--- src/design/fdsa_pkg.sv ---
// Shared types and constants for the Forth data stack ALU block.
// No dependencies; imported by the controller, the datapath and the top level.
package fdsa_pkg;

  localparam int DATA_W = 8;

  typedef enum logic [3:0] {
    CMD_PUSH = 4'd0,
    CMD_POP  = 4'd1,
    CMD_DUP  = 4'd2,
    CMD_SWAP = 4'd3,
    CMD_ROT  = 4'd4,
    CMD_ADD  = 4'd5,
    CMD_SUB  = 4'd6,
    CMD_MUL  = 4'd7,
    CMD_DIV  = 4'd8,
    CMD_EQ   = 4'd9,
    CMD_NEQ  = 4'd10
  } cmd_e;

  typedef enum logic [1:0] {
    ST_OK        = 2'd0,
    ST_OVERFLOW  = 2'd1,
    ST_UNDERFLOW = 2'd2,
    ST_DIVZERO   = 2'd3
  } status_e;

  typedef struct packed {
    logic [3:0]               command;
    logic signed [DATA_W-1:0] push_value;
  } in_item_t;

  typedef struct packed {
    logic [1:0]               status;
    logic signed [DATA_W-1:0] data;
    logic [7:0]               depth;
  } out_item_t;

  // controller -> datapath
  typedef struct packed {
    logic accept;
    logic div_start;
    logic div_step;
    logic commit;
  } ctrl_cmd_t;

  // datapath -> controller
  typedef struct packed {
    logic need_div;
    logic div_done;
    logic out_free;
  } dp_stat_t;

endpackage

--- src/design/fdsa_ctrl.sv ---
// Sequencer for the Forth data stack ALU: accept, execute, divide, commit.
// Depends on fdsa_pkg for the command and status structs.
module fdsa_ctrl
  import fdsa_pkg::*;
(
  input  logic      clk_i,
  input  logic      rst_ni,
  input  logic      in_valid_i,
  output logic      in_stall_o,
  input  dp_stat_t  stat_i,
  output ctrl_cmd_t ctrl_o
);

  typedef enum logic [1:0] {
    S_IDLE,
    S_EXEC,
    S_DIV
  } state_e;

  state_e state_q, state_d;

  always_comb begin
    state_d = state_q;
    ctrl_o  = '0;
    case (state_q)
      S_IDLE: begin
        if (in_valid_i) begin
          ctrl_o.accept = 1'b1;
          state_d       = S_EXEC;
        end
      end
      S_EXEC: begin
        if (stat_i.need_div) begin
          ctrl_o.div_start = 1'b1;
          state_d          = S_DIV;
        end else if (stat_i.out_free) begin
          ctrl_o.commit = 1'b1;
          state_d       = S_IDLE;
        end
      end
      S_DIV: begin
        if (!stat_i.div_done) begin
          ctrl_o.div_step = 1'b1;
        end else if (stat_i.out_free) begin
          ctrl_o.commit = 1'b1;
          state_d       = S_IDLE;
        end
      end
      default: state_d = S_IDLE;
    endcase
  end

  assign in_stall_o = (state_q != S_IDLE);

  always_ff @(posedge clk_i or negedge rst_ni) begin
    if (!rst_ni) begin
      state_q <= S_IDLE;
    end else begin
      state_q <= state_d;
    end
  end

endmodule

--- src/design/fdsa_dpath.sv ---
// Datapath: top three entries cached in registers, deeper entries in a RAM,
// ALU with a bit-serial divider, and the result register. Uses fdsa_pkg.
module fdsa_dpath
  import fdsa_pkg::*;
#(
  parameter int STACK_DEPTH = 128
) (
  input  logic      clk_i,
  input  logic      rst_ni,
  input  in_item_t  in_item_i,
  input  ctrl_cmd_t ctrl_i,
  output dp_stat_t  stat_o,
  output logic      out_valid_o,
  input  logic      out_stall_i,
  output out_item_t out_item_o
);

  localparam int CW  = $clog2(STACK_DEPTH + 1);
  localparam int AW  = $clog2(STACK_DEPTH);
  localparam int DCW = $clog2(DATA_W + 1);

  // item registers
  logic [3:0]               cmd_q;
  logic signed [DATA_W-1:0] pv_q;

  // cached top entries and entry count
  logic signed [DATA_W-1:0] t0_q, t1_q, t2_q, t0_d, t1_d, t2_d;
  logic [CW-1:0]            count_q, count_d;

  // deeper entries: entry i lives at address i while count > i + 3
  logic [DATA_W-1:0] stack_mem [STACK_DEPTH];
  logic [DATA_W-1:0] rd_data_q;
  logic [AW-1:0]     rd_addr, wr_addr;
  logic              mem_we;

  // divider
  logic [DATA_W-1:0] div_rem_q, div_quo_q, div_dvs_q;
  logic              div_neg_q;
  logic [DCW-1:0]    div_cnt_q;
  logic [DATA_W:0]   rem_sh;
  logic [DATA_W+1:0] rem_diff;
  logic [DATA_W-1:0] mag_a, mag_b;
  logic signed [DATA_W-1:0] quot;

  // ALU
  logic signed [2*DATA_W-1:0] prod;
  logic signed [DATA_W-1:0]   alu_r;
  logic [1:0]                 need;
  logic                       unf, ovf, dz;
  status_e                    status;
  logic                       popped;
  logic signed [DATA_W-1:0]   data_d;

  // output register
  logic      out_valid_q;
  out_item_t out_item_q;

  assign rd_addr = AW'({1'b0, count_q} - (CW + 1)'(4));
  assign wr_addr = AW'({1'b0, count_q} - (CW + 1)'(3));

  always_ff @(posedge clk_i) begin
    rd_data_q <= stack_mem[rd_addr];
    if (ctrl_i.commit && mem_we) begin
      stack_mem[wr_addr] <= t2_q;
    end
  end

  // ---- status checks ----
  always_comb begin
    case (cmd_q)
      CMD_PUSH:          need = 2'd0;
      CMD_POP, CMD_DUP:  need = 2'd1;
      CMD_ROT:           need = 2'd3;
      CMD_SWAP, CMD_ADD, CMD_SUB, CMD_MUL, CMD_DIV, CMD_EQ, CMD_NEQ: need = 2'd2;
      default:           need = 2'd0;
    endcase
  end

  assign unf = (count_q < CW'(need));
  assign ovf = ((cmd_q == CMD_PUSH) || (cmd_q == CMD_DUP)) && (count_q == CW'(STACK_DEPTH));
  assign dz  = (cmd_q == CMD_DIV) && (t0_q == '0);

  always_comb begin
    if (unf)      status = ST_UNDERFLOW;
    else if (ovf) status = ST_OVERFLOW;
    else if (dz)  status = ST_DIVZERO;
    else          status = ST_OK;
  end

  // ---- divider: restoring, one quotient bit per step on magnitudes ----
  assign mag_a    = t0_q[DATA_W-1] ? DATA_W'(-t0_q) : DATA_W'(t0_q);
  assign mag_b    = t1_q[DATA_W-1] ? DATA_W'(-t1_q) : DATA_W'(t1_q);
  assign rem_sh   = {div_rem_q, div_quo_q[DATA_W-1]};
  assign rem_diff = {1'b0, rem_sh} - {2'b00, div_dvs_q};
  assign quot     = div_neg_q ? DATA_W'(-div_quo_q) : DATA_W'(div_quo_q);

  always_ff @(posedge clk_i or negedge rst_ni) begin
    if (!rst_ni) begin
      div_cnt_q <= '0;
    end else if (ctrl_i.div_start) begin
      div_cnt_q <= '0;
    end else if (ctrl_i.div_step) begin
      div_cnt_q <= div_cnt_q + DCW'(1);
    end
  end

  always_ff @(posedge clk_i) begin
    if (ctrl_i.div_start) begin
      div_rem_q <= '0;
      div_quo_q <= mag_b;
      div_dvs_q <= mag_a;
      div_neg_q <= t0_q[DATA_W-1] ^ t1_q[DATA_W-1];
    end else if (ctrl_i.div_step) begin
      if (!rem_diff[DATA_W+1]) begin
        div_rem_q <= DATA_W'(rem_diff);
        div_quo_q <= {div_quo_q[DATA_W-2:0], 1'b1};
      end else begin
        div_rem_q <= DATA_W'(rem_sh);
        div_quo_q <= {div_quo_q[DATA_W-2:0], 1'b0};
      end
    end
  end

  // ---- ALU: b is below the top, a is the top ----
  assign prod = t1_q * t0_q;

  always_comb begin
    case (cmd_q)
      CMD_ADD: alu_r = t1_q + t0_q;
      CMD_SUB: alu_r = t1_q - t0_q;
      CMD_MUL: alu_r = prod[DATA_W-1:0];
      CMD_DIV: alu_r = quot;
      CMD_EQ:  alu_r = DATA_W'(t1_q == t0_q);
      CMD_NEQ: alu_r = DATA_W'(t1_q != t0_q);
      default: alu_r = '0;
    endcase
  end

  // ---- next stack state ----
  always_comb begin
    t0_d    = t0_q;
    t1_d    = t1_q;
    t2_d    = t2_q;
    count_d = count_q;
    mem_we  = 1'b0;
    popped  = 1'b0;
    if (status == ST_OK) begin
      case (cmd_q)
        CMD_PUSH, CMD_DUP: begin
          t0_d    = (cmd_q == CMD_PUSH) ? pv_q : t0_q;
          t1_d    = t0_q;
          t2_d    = t1_q;
          mem_we  = (count_q >= CW'(3));
          count_d = count_q + CW'(1);
        end
        CMD_POP: begin
          popped  = 1'b1;
          t0_d    = t1_q;
          t1_d    = t2_q;
          t2_d    = rd_data_q;
          count_d = count_q - CW'(1);
        end
        CMD_SWAP: begin
          t0_d = t1_q;
          t1_d = t0_q;
        end
        CMD_ROT: begin
          t0_d = t1_q;
          t1_d = t2_q;
          t2_d = t0_q;
        end
        CMD_ADD, CMD_SUB, CMD_MUL, CMD_DIV, CMD_EQ, CMD_NEQ: begin
          t0_d    = alu_r;
          t1_d    = t2_q;
          t2_d    = rd_data_q;
          count_d = count_q - CW'(1);
        end
        default: ;
      endcase
    end
  end

  always_comb begin
    if (popped)                data_d = t0_q;
    else if (count_d != '0)    data_d = t0_d;
    else                       data_d = '0;
  end

  always_ff @(posedge clk_i or negedge rst_ni) begin
    if (!rst_ni) begin
      count_q <= '0;
    end else if (ctrl_i.commit) begin
      count_q <= count_d;
    end
  end

  always_ff @(posedge clk_i) begin
    if (ctrl_i.accept) begin
      cmd_q <= in_item_i.command;
      pv_q  <= in_item_i.push_value;
    end
    if (ctrl_i.commit) begin
      t0_q <= t0_d;
      t1_q <= t1_d;
      t2_q <= t2_d;
    end
  end

  // ---- result register ----
  always_ff @(posedge clk_i or negedge rst_ni) begin
    if (!rst_ni) begin
      out_valid_q <= 1'b0;
    end else if (ctrl_i.commit) begin
      out_valid_q <= 1'b1;
    end else if (!out_stall_i) begin
      out_valid_q <= 1'b0;
    end
  end

  always_ff @(posedge clk_i) begin
    if (ctrl_i.commit) begin
      out_item_q.status <= status;
      out_item_q.data   <= data_d;
      out_item_q.depth  <= 8'(count_d);
    end
  end

  assign out_valid_o     = out_valid_q;
  assign out_item_o      = out_item_q;
  assign stat_o.need_div = (cmd_q == CMD_DIV) && (status == ST_OK);
  assign stat_o.div_done = (div_cnt_q == DCW'(DATA_W));
  assign stat_o.out_free = !out_valid_q || !out_stall_i;

endmodule

--- src/design/forth_data_stack_alu_unit.sv ---
// Forth data stack ALU, top level: fdsa_ctrl sequencer plus fdsa_dpath.
// Items are registered on accept; the result is registered on commit, which
// waits while a stalled result is held, and div first runs the 8-step
// bit-serial divider. Input stalls until the item commits. The top-of-stack
// cache hides the RAM read latency. Reset empties the stack, not the RAM.
module forth_data_stack_alu_unit
  import fdsa_pkg::*;
#(
  parameter int STACK_DEPTH = 128
) (
  input  logic      clk_i,
  input  logic      rst_ni,
  input  logic      in_valid_i,
  output logic      in_stall_o,
  input  in_item_t  in_item_i,
  output logic      out_valid_o,
  input  logic      out_stall_i,
  output out_item_t out_item_o
);

  ctrl_cmd_t ctrl;
  dp_stat_t  stat;

  fdsa_ctrl u_ctrl (
    .clk_i      (clk_i),
    .rst_ni     (rst_ni),
    .in_valid_i (in_valid_i),
    .in_stall_o (in_stall_o),
    .stat_i     (stat),
    .ctrl_o     (ctrl)
  );

  fdsa_dpath #(
    .STACK_DEPTH (STACK_DEPTH)
  ) u_dpath (
    .clk_i       (clk_i),
    .rst_ni      (rst_ni),
    .in_item_i   (in_item_i),
    .ctrl_i      (ctrl),
    .stat_o      (stat),
    .out_valid_o (out_valid_o),
    .out_stall_i (out_stall_i),
    .out_item_o  (out_item_o)
  );

  // an accepted item keeps the input side busy until it commits
  a_accept_busy : assert property (@(posedge clk_i) disable iff (!rst_ni)
    ctrl.accept |=> in_stall_o)
    else $error("input not stalled after accept");

  // a commit always leaves a result in the output register
  a_commit_out : assert property (@(posedge clk_i) disable iff (!rst_ni)
    ctrl.commit |=> out_valid_o)
    else $error("commit produced no result");

  // a commit never overwrites a result that is still stalled
  a_no_overwrite : assert property (@(posedge clk_i) disable iff (!rst_ni)
    ctrl.commit |-> (!out_valid_o || !out_stall_i))
    else $error("result overwritten");

  // accept and commit belong to different phases of one item
  a_phase : assert property (@(posedge clk_i) disable iff (!rst_ni)
    !(ctrl.accept && (ctrl.commit || ctrl.div_step || ctrl.div_start)))
    else $error("accept overlaps execution");

endmodule
--- config.mk ---
export PLATFORM = sky130hd
export DESIGN_NAME = forth_data_stack_alu_unit
export DESIGN_NICKNAME = d
export VERILOG_FILES = /design/src/design/fdsa_pkg.sv /design/src/design/fdsa_ctrl.sv /design/src/design/fdsa_dpath.sv /design/src/design/forth_data_stack_alu_unit.sv
export SDC_FILE = /design/constraint.sdc
export NUM_CORES = 1
export LEC_CHECK = 0
export BUFFER_PORTS_ARGS = -buffer_cell sky130_fd_sc_hd__buf_2
export CORE_AREA = 3 3 284 426
export CTS_CLUSTER_SIZE = 8
export DETAILED_ROUTE_END_ITERATION = 10
export DIE_AREA = 0 0 287 429
export PLACE_DENSITY = 0.66
export SETUP_SLACK_MARGIN = 0.15
export SYNTH_ARGS = -nofsm -noshare
export SYNTH_HDL_FRONTEND = slang
export SYNTH_SLANG_ARGS = --single-unit
--- constraint.sdc ---
create_clock -name clk_i -period 6.35 [get_ports clk_i]
set_input_delay 0.635 -clock clk_i [delete_from_list [all_inputs] [get_ports clk_i]]
set_output_delay 0.635 -clock clk_i [all_outputs]
set_load 0.01 [all_outputs]
==> key figures <==
Setup path
  – CP endpoint kind: flop
  – Flop-to-flop setup slack: 1.19 ns
  – Worst reg2reg path depth: 10
  – Critical path class: reg -> reg
  – CP required: 6.71 ns
  – Worst setup SP type: flop
  – CP max-delay cell: dfrtp_4
  – Crit path capture: u_dpath.stack_mem[23][4]$_DFFE_PP_
  – Worst path arrival time: 5.52 ns
  – Crit path launch: u_dpath.count_q[0]$_DFFE_PN0P_
  – Crit-path cells: inv_1 > ha_1 > nand2_1 > nor3_2 > o21ai_1 > nand3_1 > a2111oi_2 > nand3_1 > buf_4 > nor2_1
  – Critical path's largest stage delay: 0.88 ns
  – Crit path top cell by count: nand3_1
  – Worst r2r src: u_dpath.count_q[0]$_DFFE_PN0P_
  – CP Max Fanout: 35
  – Reg2reg end: u_dpath.stack_mem[23][4]$_DFFE_PP_

Synth
  – Top cells by area, synth: edfxtp_1, mux4_2, ha_1, nor2_1, nand2_1
  – Complex-gate fraction of the synthesized area: 2.57%
  – Synth Cell Area: 0.0470 mm²
  – Sequential area share after synthesis: 71.5%
  – EDFF count, synth: 1,095
  – Simple-Gate Fraction of Synth Area: 3.86%
  – Mux share of post-synthesis cell area: 16.8%
  – Synth Area in Adders: 2.33%
  – Mean Syn Cell Area: 19.4 µm²
  – Yosys top cell area share: 70.0%
  – Largest family of logic cells by synthesized area: multiplexers
  – Mapped Cells: 2,416
  – Synth warn: 0
  – Synth Area in XOR/XNOR: 1.21%
  – Area leader, netlist: edfxtp_1
  – Distinct cells, synth: 71
  – Async SR Flop Fraction: 1.33%
  – Net Count, Synth: 2,510
  – FF+latch count, synth: 1,128
  – Top FF cell, synth: edfxtp_1

Finish
  – Most frequent cells in the layout: edfxtp_1, mux4_2, nor2_1
  – Most common cell after layout, fill and taps aside: edfxtp_1
  – # nets final: 2,630
  – Area grow syn2layout: 13.6%
  – Cell Count, Final, Fillers Out: 4,144
  – Ant. Diodes: 0
  – Fraction of layout cells with a size suffix above 1: 24.3%
  – Fin area: 0.0534 mm²

Floorplanning
  – Initial Util: 40.0%
  – Die height: 429 µm
  – Row cnt: 154
  – Die W: 287 µm
  – Core Area: 0.118 mm²
  – Total die area: 0.123 mm²
  – Io pins: 36

Place
  – Placed Area: 0.0490 mm²
  – I/O Buffers: 35
  – DPL Wire Length: 70.7 mm
  – Global placement routability congestion: 0.980
  – Placed Cells: 3,934

Timing
  – Final Max Slew Viols: 0
  – Setup violations, final: 0
  – Clock skew: 0.0237 ns
  – Final hold vios: 0
  – Slew margin rel.: 9.14%
  – Max Freq: 194 MHz
  – Final worst-path cycle share: 81.3%
  – Worst-margin pin slew: 1.36 ns
  – Final Critical Period: 5.16 ns
  – RSZ-0062 raised after global routing: no
  – Setup_tns: 0 ns

Drt
  – Iter 0 DRT Violations: 2,335
  – Post-route ant nets: 0
  – Drt via density: 5.75
  – Pre-antenna DRT Iters: 8
  – DR DRC count: 0
  – Final wirelength: 114 mm
  – Wirelength per Cell: 27.4 µm
  – Via count: 23.8k

GRT
  – Total grt overflow: 0
  – First-pass GRT wire length: 170 mm
  – Largest net degree at the start of global routing: 173
  – Total Routing Usage GR: 18.7%
  – Initial antenna violation count: 1
  – Vias in the first global route: 25.2k

Clocking
  – Post-CTS sizing: 0
  – CTS tree: yes
  – Hold Buf Count CTS: 1
  – CTS clock-pin slew for the worst setup and hold paths: 0.05 ns
  – CTS buffer count: 159
  – CTS Sinks: 1,128
  – H-tree depth: 4
  – Clk Latency, worst-skew pair: 0.74 ns
  – Clk root buf: clkbuf_16
  – Clk buf depth: 3
  – Setup bufs post-CTS: 0

Power
  – Sequential power share: 36.5%
  – Cell-internal power: 0.0170 W
  – Sw Share: 31.5%
  – VDD IR max: 0.335 mV
  – Comb pwr share: 33.2%
  – LEAKAGE: 17.0 nW
  – Clk pwr share: 30.3%
  – Pwr per Cell Area: 464 mW/mm²
  – Sw Pwr: 0.00779 W

Job
  – Max_cap viols: 0

Hold path
  – Hold Crit Class: in -> reg

Outcome
  – Status: complete, no violations
[Yosys cell counts, types with 10 or more instances]
cell and instances:
dfxtp_1 18, xor2_1 25, mux2_2 13, clkbuf_1 79, nor2_1 194, nor3_1 17, and2_1 14, a31oi_1 10
a21oi_1 27, xnor2_1 35, edfxtp_1 1095, dfrtp_1 15, inv_1 66, nand2b_1 14, mux4_2 336, ha_1 62
mux2i_1 18, nand2_1 112, nand3_1 20, buf_2 37, fa_1 16, o21ai_0 41
[power groups by stage]
| stage | combinational, W | sequential, W | clock, W |
|---|---|---|---|
| floorplan | 0.00559 | 0.00913 | 0 |
| global placement | 0.00817 | 0.00915 | 0 |
| detailed placement | 0.00825 | 0.00916 | 0 |
| CTS | 0.00828 | 0.00903 | 0.00764 |
| global route | 0.00868 | 0.00905 | 0.00797 |
| finish | 0.00822 | 0.00902 | 0.00751 |
[kinds of logic (layout without fill, tap and decap cells)]
kind of cell | after synthesis | count (layout)
buffers and inverters | 190 | 358
muxes | 368 | 368
AOI/OAI and AO/OA | 175 | 175
xor gates and xnor gates | 62 | 62
DFF | 1128 | 1128
adders and majority gates | 78 | 78
and+or+nand+nor | 415 | 415
[sequential cells by signal, indices dropped and copies added, names as in the netlist]
name / count
u_dpath.stack_mem: 1024
u_dpath.out_item_o: 18
u_dpath.count_q: 8
u_dpath.div_dvs_q: 8
u_dpath.div_quo_q: 8
u_dpath.div_rem_q: 8
u_dpath.pv_q: 8
u_dpath.rd_data_q: 8
u_dpath.t0_q: 8
u_dpath.t1_q: 8
u_dpath.t2_q: 8
u_dpath.cmd_q: 4
u_dpath.div_cnt_q: 4
u_ctrl.state_q: 2
u_dpath.need: 2
u_dpath.div_neg_q: 1
u_dpath.out_valid_o: 1
[worst min path at each step]
| stage | end | cells past startpoint | from |
|---|---|---|---|
| 6_report | u_dpath.pv_q[0]$_DFFE_PP_ | 1 | in_item_i[0] |
| 5_1_grt | u_dpath.pv_q[0]$_DFFE_PP_ | 1 | in_item_i[0] |
| 4_1_cts | u_dpath.pv_q[0]$_DFFE_PP_ | 1 | in_item_i[0] |
| 3_5_place_dp | u_dpath.div_rem_q[5]$_SDFFE_PP0P_ | 2 | u_dpath.div_rem_q[4]$_SDFFE_PP0P_ |
| 3_3_place_gp | u_dpath.div_rem_q[3]$_SDFFE_PP0P_ | 2 | u_dpath.div_rem_q[2]$_SDFFE_PP0P_ |
| 2_1_floorplan | u_ctrl.state_q[0]$_DFFE_PN0P_ | 0 | rst_ni |
[metal layers]
layer | vias up | track usage [%] | part of all wire [%]
met4 | 2 | 9.25 | 5.2
met5 | - | 0 | 0.011
li1 | 9991 | - | -
met3 | 275 | 3.65 | 6.3
met2 | 1024 | 32.0 | 52
met1 | 12552 | 22.5 | 36
[critical path: cells and delay by family, from the launching register on]
kind / cells / cell delay (ns)
flops: 1 / 0.88
fa+ha+maj: 1 / 0.26
compound gates: 2 / 1.06
simple gates: 5 / 1.88
buf+inv: 2 / 0.67
[cell type report]
cell class	instances	area, µm²
fill	9752	64100
sequential	1128	33600
multi-input combinational	1098	12600
clock buffer	197	4210
tap	1560	1950
timing repair buffer	81	558
inverter	68	255
clock inverter	12	156
[metrics by stage]
step / utilization, % / setup slack (ns) / power (W) / hold slack (ns)
5_1_grt: 45.4 / 0.874 / 0.0257 / 0.0298
2_1_floorplan: - / 1.86 / 0.0147 / 0.339
4_1_cts: 45.4 / 1.16 / 0.0249 / 0.0182
3_5_place_dp: 41.7 / 1.17 / 0.0174 / 0.498
6_report: 45.4 / 1.19 / 0.0248 / 0.0686
3_3_place_gp: 41.7 / 1.24 / 0.0173 / 0.487
Power figures use the tool's default switching activity.
